`config.mk`:
```
export PLATFORM = sky130hd
export DESIGN_NAME = range_reactive_flight_mode_controller_unit
export DESIGN_NICKNAME = d
export VERILOG_FILES = /design/src/rtl/core/rrfmc_pkg.sv /design/src/rtl/core/rrfmc_step.sv /design/src/rtl/core/range_reactive_flight_mode_controller_unit.sv
export SDC_FILE = /design/constraint.sdc
export NUM_CORES = 1
export LEC_CHECK = 0
export BUFFER_PORTS_ARGS = -buffer_cell sky130_fd_sc_hd__buf_2
export CORE_MARGIN = 1.5
export CORE_UTILIZATION = 49
export CTS_CLUSTER_SIZE = 16
export DETAILED_ROUTE_END_ITERATION = 16
export PLACE_DENSITY = 0.8
export SYNTH_ARGS = -nofsm -noshare
export SYNTH_HDL_FRONTEND = slang
export SYNTH_SLANG_ARGS = --single-unit
```
`constraint.sdc`:
```
create_clock -name clk -period 5.85 [get_ports clk]
set_input_delay 1.17 -clock clk [delete_from_list [all_inputs] [get_ports clk]]
set_output_delay 1.17 -clock clk [all_outputs]
set_load 0.02 [all_outputs]
```
`src/rtl/core/rrfmc_pkg.sv`:
```
// ----------------------------------------------------------------------------
// rrfmc_pkg
// Types and constants shared by the flight mode controller modules.
// ----------------------------------------------------------------------------
package rrfmc_pkg;

  localparam int unsigned CfgIdxW = 3;

  localparam logic signed [17:0] ArcOffsetCdeg = 18'sd9000;
  localparam logic signed [17:0] ArcTolCdeg    = 18'sd300;
  localparam logic signed [17:0] FullCdeg      = 18'sd36000;
  localparam logic signed [17:0] HalfCdeg      = 18'sd18000;
  localparam logic [7:0]         CountMax      = 8'hFF;

  typedef enum logic {
    CMD_START = 1'b0,
    CMD_TICK  = 1'b1
  } cmd_t;

  typedef enum logic [2:0] {
    ACT_IDLE     = 3'd0,
    ACT_STRAIGHT = 3'd1,
    ACT_TURN     = 3'd2,
    ACT_AVOID    = 3'd3,
    ACT_EMERG    = 3'd4,
    ACT_FINISHED = 3'd5,
    ACT_DISARM   = 3'd6
  } action_t;

  typedef enum logic [CfgIdxW-1:0] {
    CFG_INNER_BOUND = 3'd0,
    CFG_ABORT_BOUND = 3'd1,
    CFG_AVOID_ENTER = 3'd2,
    CFG_AVOID_EXIT  = 3'd3,
    CFG_AVOID_LAND  = 3'd4,
    CFG_DEMO_TICKS  = 3'd5,
    CFG_CONFIRM     = 3'd6,
    CFG_EXIT_COUNT  = 3'd7
  } cfg_idx_t;

  typedef struct packed {
    logic               command;
    logic [15:0]        dist_front_mm;
    logic [15:0]        dist_side_mm;
    logic signed [15:0] yaw_cdeg;
    logic               yaw_valid;
    logic               kill;
  } in_item_t;

  typedef struct packed {
    logic [2:0] action;
    logic [7:0] routines_done;
  } out_item_t;

  typedef struct packed {
    logic [15:0] turn_bound_mm;
    logic [15:0] abort_bound_mm;
    logic [15:0] avoid_enter_mm;
    logic [15:0] avoid_exit_mm;
    logic [15:0] avoid_land_mm;
    logic [15:0] demo_ticks;
    logic [7:0]  confirm_count;
    logic [7:0]  avoid_exit_count;
  } cfg_t;

  typedef struct packed {
    logic               running;
    logic               turning;
    logic               arc_tracking;
    logic               arc_cooldown;
    logic signed [15:0] target_heading;
    logic [7:0]         leave_count;
    logic [7:0]         return_count;
    logic [7:0]         far_count;
    logic               avoiding;
    logic [7:0]         near_count;
    logic [7:0]         clear_count;
    logic [15:0]        elapsed_ticks;
    logic [7:0]         routine_count;
  } state_t;

endpackage

```
`src/rtl/core/rrfmc_step.sv`:
```
// ----------------------------------------------------------------------------
// rrfmc_step
// Next-state and action logic for one start command or control tick.
// ----------------------------------------------------------------------------
module rrfmc_step
  import rrfmc_pkg::*;
(
  input  in_item_t  item,
  input  cfg_t      cfg,
  input  state_t    st,
  output state_t    st_nxt,
  output out_item_t result
);

  logic               far_hit;
  logic [7:0]         far_inc;
  logic signed [17:0] yaw_ext;
  logic signed [17:0] tgt_raw;
  logic signed [17:0] diff;
  logic               arc_hit;

  always_comb begin
    far_inc = (st.far_count < CountMax) ? st.far_count + 8'd1 : st.far_count;
    far_hit = (item.dist_front_mm > cfg.abort_bound_mm);
    yaw_ext = {{2{item.yaw_cdeg[15]}}, item.yaw_cdeg};
    tgt_raw = yaw_ext - ArcOffsetCdeg;
    if (tgt_raw <= -HalfCdeg) begin
      tgt_raw = tgt_raw + FullCdeg;
    end
    if (tgt_raw > HalfCdeg) begin
      tgt_raw = tgt_raw - FullCdeg;
    end
  end

  always_comb begin
    st_nxt = st;
    diff = '0;
    arc_hit = 1'b0;
    result.action = ACT_IDLE;
    if (item.command == CMD_START) begin
      st_nxt.turning        = 1'b0;
      st_nxt.arc_tracking   = 1'b0;
      st_nxt.arc_cooldown   = 1'b0;
      st_nxt.target_heading = '0;
      st_nxt.leave_count    = '0;
      st_nxt.return_count   = '0;
      st_nxt.elapsed_ticks  = '0;
      st_nxt.routine_count  = '0;
      st_nxt.running        = !item.kill;
      result.action         = item.kill ? ACT_DISARM : ACT_STRAIGHT;
    end else if (!st.running) begin
      st_nxt.far_count = far_hit ? far_inc : 8'd0;
      result.action    = (far_hit && far_inc >= cfg.confirm_count) ? ACT_EMERG : ACT_IDLE;
    end else if (item.kill) begin
      st_nxt.running = 1'b0;
      result.action  = ACT_DISARM;
    end else if (st.elapsed_ticks >= cfg.demo_ticks) begin
      st_nxt.running = 1'b0;
      result.action  = ACT_FINISHED;
    end else begin
      st_nxt.elapsed_ticks = st.elapsed_ticks + 16'd1;
      st_nxt.far_count     = far_hit ? far_inc : 8'd0;
      if (far_hit && far_inc >= cfg.confirm_count) begin
        st_nxt.running = 1'b0;
        result.action  = ACT_EMERG;
      end else begin
        if (st.arc_cooldown && item.dist_front_mm != 16'd0 &&
            item.dist_front_mm <= cfg.turn_bound_mm) begin
          st_nxt.arc_cooldown = 1'b0;
        end

        if (!st.turning) begin
          if (item.dist_front_mm >= cfg.turn_bound_mm) begin
            if (!st_nxt.arc_cooldown) begin
              st_nxt.leave_count = st.leave_count + 8'd1;
              if (st_nxt.leave_count >= cfg.confirm_count) begin
                st_nxt.turning        = 1'b1;
                st_nxt.leave_count    = '0;
                st_nxt.target_heading = tgt_raw[15:0];
                st_nxt.arc_tracking   = item.yaw_valid;
              end
            end
          end else begin
            st_nxt.leave_count = '0;
          end
        end else begin
          if (item.dist_front_mm <= cfg.turn_bound_mm) begin
            st_nxt.return_count = st.return_count + 8'd1;
            if (st_nxt.return_count >= cfg.confirm_count) begin
              st_nxt.turning       = 1'b0;
              st_nxt.return_count  = '0;
              st_nxt.routine_count = st.routine_count + 8'd1;
            end
          end else begin
            st_nxt.return_count = '0;
          end
        end

        if (st_nxt.turning && st_nxt.arc_tracking) begin
          if (item.yaw_valid) begin
            diff = yaw_ext - {{2{st_nxt.target_heading[15]}}, st_nxt.target_heading};
            arc_hit = (diff >= -ArcTolCdeg && diff <= ArcTolCdeg) ||
                      (diff >= FullCdeg - ArcTolCdeg && diff <= FullCdeg + ArcTolCdeg);
            if (arc_hit) begin
              st_nxt.turning      = 1'b0;
              st_nxt.arc_tracking = 1'b0;
              st_nxt.arc_cooldown = 1'b1;
              st_nxt.return_count = '0;
            end
          end else begin
            st_nxt.arc_tracking = 1'b0;
          end
        end

        if (st.avoiding && item.dist_side_mm != 16'd0 &&
            item.dist_side_mm <= cfg.avoid_land_mm) begin
          st_nxt.running = 1'b0;
          result.action  = ACT_EMERG;
        end else begin
          if (!st.avoiding) begin
            if (item.dist_side_mm != 16'd0 && item.dist_side_mm <= cfg.avoid_enter_mm) begin
              st_nxt.near_count = st.near_count + 8'd1;
              if (st_nxt.near_count >= cfg.confirm_count) begin
                st_nxt.avoiding    = 1'b1;
                st_nxt.near_count  = '0;
                st_nxt.clear_count = '0;
              end
            end else begin
              st_nxt.near_count = '0;
            end
          end else begin
            if (item.dist_side_mm >= cfg.avoid_exit_mm) begin
              st_nxt.clear_count = st.clear_count + 8'd1;
              if (st_nxt.clear_count >= cfg.avoid_exit_count) begin
                st_nxt.avoiding    = 1'b0;
                st_nxt.clear_count = '0;
                st_nxt.near_count  = '0;
              end
            end else begin
              st_nxt.clear_count = '0;
            end
          end
          priority if (st_nxt.avoiding) begin
            result.action = ACT_AVOID;
          end else if (st_nxt.turning) begin
            result.action = ACT_TURN;
          end else begin
            result.action = ACT_STRAIGHT;
          end
        end
      end
    end
    result.routines_done = st_nxt.routine_count;
  end

endmodule

```
`src/rtl/core/range_reactive_flight_mode_controller_unit.sv`:
```
// ----------------------------------------------------------------------------
// range_reactive_flight_mode_controller_unit
// Flight mode controller driven by start commands and range/yaw control ticks.
// ----------------------------------------------------------------------------
// Each accepted word is a start command or one control tick and yields exactly
// one result word carrying the action code and the completed routine count.
// A word is registered on input, evaluated combinationally against the mode
// state and written to the output register, so a new word is taken every cycle
// while the output is not stalled; the result passes through the input register
// and then the output register. The output register and the input register
// together let the block accept one more word while a finished result waits.
// Configuration writes are always ready and should be issued only while the
// block is idle.
module range_reactive_flight_mode_controller_unit
  import rrfmc_pkg::*;
(
  input  logic               clk,
  input  logic               rst_n,
  input  logic               in_valid,
  output logic               in_stall,
  input  in_item_t           in_data,
  output logic               out_valid,
  input  logic               out_stall,
  output out_item_t          out_data,
  input  logic               cfg_valid,
  output logic               cfg_ready,
  input  logic [CfgIdxW-1:0] cfg_index,
  input  logic [15:0]        cfg_data
);

  cfg_t      cfg_r;
  state_t    st_r;
  state_t    st_nxt;
  logic      s1_valid_r;
  in_item_t  s1_item_r;
  out_item_t step_result;
  logic      out_valid_r;
  out_item_t out_item_r;
  logic      adv;

  assign adv       = s1_valid_r && (!out_valid_r || !out_stall);
  assign in_stall  = s1_valid_r && !adv;
  assign out_valid = out_valid_r;
  assign out_data  = out_item_r;
  assign cfg_ready = 1'b1;

  rrfmc_step u_step (
    .item   (s1_item_r),
    .cfg    (cfg_r),
    .st     (st_r),
    .st_nxt (st_nxt),
    .result (step_result)
  );

  always_ff @(posedge clk) begin
    if (!rst_n) begin
      cfg_r.turn_bound_mm    <= 16'd1750;
      cfg_r.abort_bound_mm   <= 16'd3600;
      cfg_r.avoid_enter_mm   <= 16'd2000;
      cfg_r.avoid_exit_mm    <= 16'd2100;
      cfg_r.avoid_land_mm    <= 16'd500;
      cfg_r.demo_ticks       <= 16'd1500;
      cfg_r.confirm_count    <= 8'd2;
      cfg_r.avoid_exit_count <= 8'd10;
    end else if (cfg_valid && cfg_ready) begin
      unique case (cfg_idx_t'(cfg_index))
        CFG_INNER_BOUND: cfg_r.turn_bound_mm    <= cfg_data;
        CFG_ABORT_BOUND: cfg_r.abort_bound_mm   <= cfg_data;
        CFG_AVOID_ENTER: cfg_r.avoid_enter_mm   <= cfg_data;
        CFG_AVOID_EXIT:  cfg_r.avoid_exit_mm    <= cfg_data;
        CFG_AVOID_LAND:  cfg_r.avoid_land_mm    <= cfg_data;
        CFG_DEMO_TICKS:  cfg_r.demo_ticks       <= cfg_data;
        CFG_CONFIRM:     cfg_r.confirm_count    <= cfg_data[7:0];
        CFG_EXIT_COUNT:  cfg_r.avoid_exit_count <= cfg_data[7:0];
        default: ;
      endcase
    end
  end

  always_ff @(posedge clk) begin
    if (!rst_n) begin
      st_r <= '0;
    end else if (adv) begin
      st_r <= st_nxt;
    end
  end

  always_ff @(posedge clk) begin
    if (!rst_n) begin
      s1_valid_r <= 1'b0;
    end else if (in_valid && !in_stall) begin
      s1_valid_r <= 1'b1;
    end else if (adv) begin
      s1_valid_r <= 1'b0;
    end
  end

  always_ff @(posedge clk) begin
    if (in_valid && !in_stall) begin
      s1_item_r <= in_data;
    end
  end

  always_ff @(posedge clk) begin
    if (!rst_n) begin
      out_valid_r <= 1'b0;
    end else if (adv) begin
      out_valid_r <= 1'b1;
    end else if (!out_stall) begin
      out_valid_r <= 1'b0;
    end
  end

  always_ff @(posedge clk) begin
    if (adv) begin
      out_item_r <= step_result;
    end
  end

  a_start_arms: assert property (@(posedge clk) disable iff (!rst_n)
    (adv && s1_item_r.command == CMD_START) |=> (st_r.running == !$past(s1_item_r.kill)))
    else $error("start command did not set running from kill");

  a_turn_vs_cooldown: assert property (@(posedge clk) disable iff (!rst_n)
    !(st_r.turning && st_r.arc_cooldown))
    else $error("turning while arc cooldown is active");

  a_avoid_near_clear: assert property (@(posedge clk) disable iff (!rst_n)
    st_r.avoiding |-> (st_r.near_count == 8'd0))
    else $error("near count nonzero while avoiding");

  a_idle_clear_count: assert property (@(posedge clk) disable iff (!rst_n)
    !st_r.avoiding |-> (st_r.clear_count == 8'd0))
    else $error("clear count nonzero while not avoiding");

  a_result_follows_step: assert property (@(posedge clk) disable iff (!rst_n)
    adv |=> (out_valid_r && out_item_r.routines_done == st_r.routine_count))
    else $error("result word does not match updated routine count");

endmodule

```
Word level (Yosys, flattened, before mapping) --
Index checks and enable logic that the tools add are counted.
Storage, ports and cells: bits of input ports 75, flip-flop bits (word level) 261, output and inout bits 14, word-level logic and storage cells 223
Cells by class: magnitude comparators 19, equal/unequal tests 20, reduce and logical (&&, ||, !) cells 38, multiplexer cells 100, add/sub/neg operators 11, bitwise operators 4
Operators by type and width (count):
- 24-bit 2-to-1 mux | 10
- 17-bit 2-to-1 mux | 11
- 84-bit 2-to-1 mux | 2
- 8-bit 2-to-1 mux | 18
- 36-bit 2-to-1 mux | 2
- 8-bit by 1-bit adder with 8-bit output, second input constant | 6
- 16-bit greater-or-equal comparator | 3
- 16-bit less-or-equal comparator | 3
- 3-bit 2-to-1 mux | 15
- 8-bit greater-or-equal comparator | 5
- 35-bit 2-to-1 mux | 1
- 1-bit 2-to-1 mux | 32
- 16-bit 2-to-1 mux | 2
- 8-bit by 4-bit inequality test with 1-bit output, second input constant | 4
- 16-bit nonzero test | 2
- 18-bit by 17-bit adder with 18-bit output, second input constant | 1
- 18-bit by 10-bit greater-or-equal comparator with 1-bit output, second input constant | 1
- 18-bit by 17-bit greater-or-equal comparator with 1-bit output, second input constant | 1
- 18-bit by 16-bit greater-than comparator with 1-bit output, second input constant | 1
- 18-bit by 10-bit less-or-equal comparator with 1-bit output, second input constant | 1
- 18-bit by 16-bit less-or-equal comparator with 1-bit output, second input constant | 1
- 18-bit by 17-bit less-or-equal comparator with 1-bit output, second input constant | 1
- 18-bit 2-to-1 mux | 1
- 9-bit AND reduction | 2
- 24 further kinds | 66

Longest topological paths before layout --
depth in word-level cells 37, gate-level depth with buffers 27, depth with buffers taken out 26

By module --
A second synthesis with hierarchy kept.
Second synthesis, totals: cells, all modules 2062, area total of the unflattened synthesis 17943.5 um^2
Modules (own cells, without submodules):
- range_reactive_flight_mode_controller_unit | cells an instance 845, area each 9529.1 um^2, sequential area each 5845.6 um^2, times used 1
- rrfmc_step | cells an instance 1217, area each 8414.3 um^2, sequential area each 0.0 um^2, times used 1

Worst setup path after synthesis --
OpenSTA, ideal clock, no wires.
path type register to register, start register s1_item_r[5] (netlist name), end register st_r[49] (netlist name), buffers on the path 0, cell stages (with the launch flop) 26, library setup time 0.121 ns, data arrival time 6.238 ns, clock period less this slack 6.359 ns, setup slack -0.509 ns, data required time 5.729 ns, cells stage by stage edfxtp_1 -> o21ai_2 -> xnor2_1 -> inv_1 -> ha_1 -> inv_1 -> a31oi_1 -> a211oi_1 -> nor4b_1 -> a211oi_1 -> nand3_1 -> a2111oi_4 -> nor2_2 -> xnor2_1 -> mux2i_1 -> ha_1 -> or3_1 -> o211a_1 -> or3_1 -> nor4b_1 -> nor3_1 -> o41ai_1 -> o211ai_1 -> nor2_1 -> o32ai_2 -> mux2_2
On the way: cells in the longest elaborated chain, start to end 26, elaborated cells on any way between the ends 32, classes of those cells add/sub (4); order compare (6); mux (19); reduce/logical (3)
RTL lines:
- from (decl) | line range_reactive_flight_mode_controller_unit.sv:35 | in_item_t s1_item_r;
- from (signal assigned) | line range_reactive_flight_mode_controller_unit.sv:100 | s1_item_r <= in_data;
- 16-bit by 15-bit subtractor with 17-bit output | line rrfmc_step.sv:26 | tgt_raw = yaw_ext - ArcOffsetCdeg;
- 18-bit by 17-bit adder with 18-bit output / 18-bit by 16-bit less-or-equal comparator with 1-bit output (equally long branches) | line rrfmc_step.sv:28, rrfmc_step.sv:27
- 18-bit 2-to-1 mux | line rrfmc_step.sv:27 | if (tgt_raw <= -HalfCdeg) begin
- 16-bit subtractor / 18-bit by 16-bit greater-than comparator with 1-bit output (equally long branches) | line rrfmc_step.sv:31, rrfmc_step.sv:30
- 16-bit 2-to-1 mux | line rrfmc_step.sv:30 | if (tgt_raw > HalfCdeg) begin
- 24-bit 2-to-1 mux | line rrfmc_step.sv:76 | if (st_nxt.leave_count >= cfg.confirm_count) begin
- 24-bit 2-to-1 mux | line rrfmc_step.sv:74 | if (!st_nxt.arc_cooldown) begin
- 16-bit 2-to-1 mux | line rrfmc_step.sv:73 | if (item.dist_front_mm >= cfg.turn_bound_mm) begin
- (+10 left out)
- 8-bit 2-to-1 mux * | line rrfmc_step.sv:104 | if (arc_hit) begin
- 8-bit 2-to-1 mux * | line rrfmc_step.sv:100 | if (item.yaw_valid) begin
- 8-bit 2-to-1 mux * | line rrfmc_step.sv:99 | if (st_nxt.turning && st_nxt.arc_tracking) begin
- 35-bit 2-to-1 mux * | line rrfmc_step.sv:63 | if (far_hit && far_inc >= cfg.confirm_count) begin
- 84-bit 2-to-1 mux * | line rrfmc_step.sv:57 | end else if (st.elapsed_ticks >= cfg.demo_ticks) begin
- 84-bit 2-to-1 mux * | line rrfmc_step.sv:54 | end else if (item.kill) begin
- 36-bit 2-to-1 mux * | line rrfmc_step.sv:51 | end else if (!st.running) begin
- 36-bit 2-to-1 mux * | line rrfmc_step.sv:40 | if (item.command == CMD_START) begin
- to (signal assigned) | line range_reactive_flight_mode_controller_unit.sv:84 | st_r <= st_nxt;
- to (decl) | line range_reactive_flight_mode_controller_unit.sv:32 | state_t st_r;
Every way passes the cells marked *; elsewhere a longest branch is shown, timed or not. The select of a mux whose other input is x is not followed. A chain may end at the register's enable or synchronous reset.

Worst setup path after layout --
Ends and elaborated chain as after synthesis.

==> flow_metrics.env <==
export IMPL_grt_antenna_before_repair=0
export IMPL_design_core_area_um2=33400
export IMPL_cts_root_buf="clkbuf_16"
export IMPL_yosys_area_top_type_share_pct=24.1
export IMPL_worst_slew_pin_slew_ns=1.18
export IMPL_max_freq_ghz=0.156
export IMPL_crit_type="register to register"
export IMPL_period_minus_slack_ns=6.41
export IMPL_power_per_cell_area_nw_per_um2=241
export IMPL_rows=67
export IMPL_worstPathRequired_ns=6.31
export IMPL_grt_max_degree=71
export IMPL_place_congestion=0.978
export IMPL_fp_dieArea_um2=34900
export IMPL_hold_path_class="register to register"
export IMPL_drt_iter0_drc=1222
export IMPL_drt_pre_antenna_iters=5
export IMPL_start_util_pct=49.6
export IMPL_setup_violations=13
export IMPL_p_leak_uw=0.00875
export IMPL_cpMaxStageDelayCell="edfxtp_1"
export IMPL_maxSlewHeadroom_pct=20.7
export IMPL_cap_viol_max_count=0
export IMPL_grt_pass1_vias=15600
export IMPL_grt_pass1_wl_um=76700
export IMPL_synth_seq_cells=261
export IMPL_async_flop_share_pct=0
export IMPL_rsz0062_at_grt="yes"
export IMPL_netlist_area_um2=16500
export IMPL_yosys_area_top_type="dfxtp_1"
export IMPL_grt_usage_pct=26.7
export IMPL_crit_arrival_ns=6.87
export IMPL_finalSetupTns_ns=-6.30
export IMPL_die_h_um=187
export IMPL_drv_slew=0
export IMPL_io_buffer_count=87
export IMPL_worstSetupEndpointType="register"
export IMPL_postSynthAreaPerCell_um2=8.37
export IMPL_clkTransAtPathRegs_ns=0.06
export IMPL_finalPower_uw=4990
export IMPL_num_vias=15900
export IMPL_synth_cell_type_count=96
export IMPL_synth_flop_cell="dfxtp_1"
export IMPL_nFillCells=2787
export IMPL_drc_errors=0
export IMPL_dp_hpwl_um=35000
export IMPL_failed_checks="setup timing"
export IMPL_yosysMostFrequentCell="nand2_1"
export IMPL_status="complete, but fails checks"
export IMPL_cp_max_fo=7
export IMPL_synth_edf_count=62
export IMPL_drive_gt1_share_pct=22.0
export IMPL_yosys_warnings=0
export IMPL_clk_path_buf_depth=3
export IMPL_syn2layout_area_growth_pct=25.4
export IMPL_synth_cells=1976
export IMPL_cts_buffers_inserted=29
export IMPL_critical_path_max_stage_delay_ns=0.42
export IMPL_yosys_top_cells_count="nand2_1, dfxtp_1, a21oi_1"
export IMPL_dp_slack_ns=-0.667
export IMPL_clk_latency_ns=0.57
export IMPL_ant_nets=0
export IMPL_hold_viol=0
export IMPL_ioPinCount=89
export IMPL_wl_per_cell_um=17.8
export IMPL_ys_seq_area_share_pct=35.3
export IMPL_start_kind="register"
export IMPL_cts_tree="built"
export IMPL_clkSinkCount=261
export IMPL_setup_ws_ns=-0.558
export IMPL_skew_ns=0.0159
export IMPL_ys_top_cells_by_area="dfxtp_1, ha_1, edfxtp_1"
export IMPL_htreeDepth=1
export IMPL_syn_nets=2214
export IMPL_wirelength_um=48500
export IMPL_final_core_util_pct=62.2
export IMPL_die_w_um=187
export IMPL_ir_drop_mv=0.236
export IMPL_final_nets=2490
export IMPL_viasPerCell=5.84
export IMPL_fin_crit_sh_pct=110
export IMPL_overflow=0
[timing repair]
item / 4_1_cts / 5_1_grt
setup buffers: 11 / 17
resized for setup: 38 / 60
hold buffers: 0 / 0
hold endpoints to repair: 0 / 0
endpoints found under the setup margin: 13 / 13
pin swaps: 32 / 55
[path summary, 6_finish.rpt]
path	slack, ns	depth (start not counted)	from	end
setup reg to reg	-0.56	25	s1_item_r[5]$_DFFE_PP_	st_r[49]$_SDFFE_PN0P_
setup / recovery	-0.56	25	s1_item_r[5]$_DFFE_PP_	st_r[49]$_SDFFE_PN0P_
hold / removal	0.46	2	cfg_r[94]$_SDFFE_PN0P_	cfg_r[94]$_SDFFE_PN0P_
hold reg to reg	0.46	2	cfg_r[94]$_SDFFE_PN0P_	cfg_r[94]$_SDFFE_PN0P_
[cells by family after synthesis]
logic type               count (synthesis)  share of synthesized area, %
multiplexers                            24                          1.48
AND/OR/NAND/NOR                        713                          20.5
flip-flops                             261                          35.3
other                                    1                        0.0227
buffers and inverters                  217                          5.05
adder cells (fa/ha/maj)                163                          12.4
XOR/XNOR                                72                          3.99
AO/OA/AOI/OAI                          525                          21.2
[layer usage]
metal / up-vias / global-route usage, % / routed length, um
met2: 582 / 47.7 / 23900
met3: 145 / 3.35 / 2810
met4: 0 / 12.5 / 2310
li1: 7638 / - / -
met5: - / 0 / 0
met1: 7533 / 31.7 / 19500
[cell usage in the layout (no fill, tap or decap), drive strengths merged, types with 55 or more instances in the layout]
cell type    n
buf        326
o211ai      55
a21oi      183
inv        141
ha         162
dfxtp      199
nand2      293
nor2       126
o21ai       83
edfxtp      62
[worst max-delay path: cells and delay by family (launching register included)]
family          cells  cell delay (ns)
simple gates        6             1.67
xor+xnor            1             0.18
flops               1             0.42
compound gates     11             2.64
mux                 3             0.73
fa+ha+maj           1             0.22
buf+inv             3             0.45
[sequential cells by signal, summed over array words and instances (netlist names)]
register    count
out_data       11
s1_item_r      51
cfg_r         112
st_r           85
out_valid       1
s1_valid_r      1
[where the power goes]
group	internal, uW	leakage [uW]	switching, uW
clock network	1230	0.000536	799
logic	472	0.00600	569
registers	1890	0.00221	33.4
total	3590	0.00875	1400
[stage by stage]
| step | hold slack [ns] | std cells | instance area [um2] |
|---|---|---|---|
| floorplan | 0.425 | 1976 | 16600 |
| global placement | 0.435 | 2643 | 18900 |
| detailed placement | 0.447 | 2643 | 18900 |
| CTS | 0.456 | 2708 | 20300 |
| global route | 0.472 | 2723 | 20700 |
| finish | 0.457 | 2724 | 20700 |
[layout make-up]
| class | count | area, um2 | area share (%) |
|---|---|---|---|
| tap | 448 | 561 | 2.70 |
| multi-input combinational | 1498 | 10500 | 50.4 |
| antenna | 1 | 2.50 | 0.0121 |
| clock buffer | 37 | 860 | 4.14 |
| sequential | 261 | 5850 | 28.2 |
| timing repair buffer | 326 | 2280 | 11.0 |
| inverter | 136 | 513 | 2.47 |
| clock inverter | 17 | 219 | 1.06 |
Note: power is estimated with default switching activity, not from simulation.
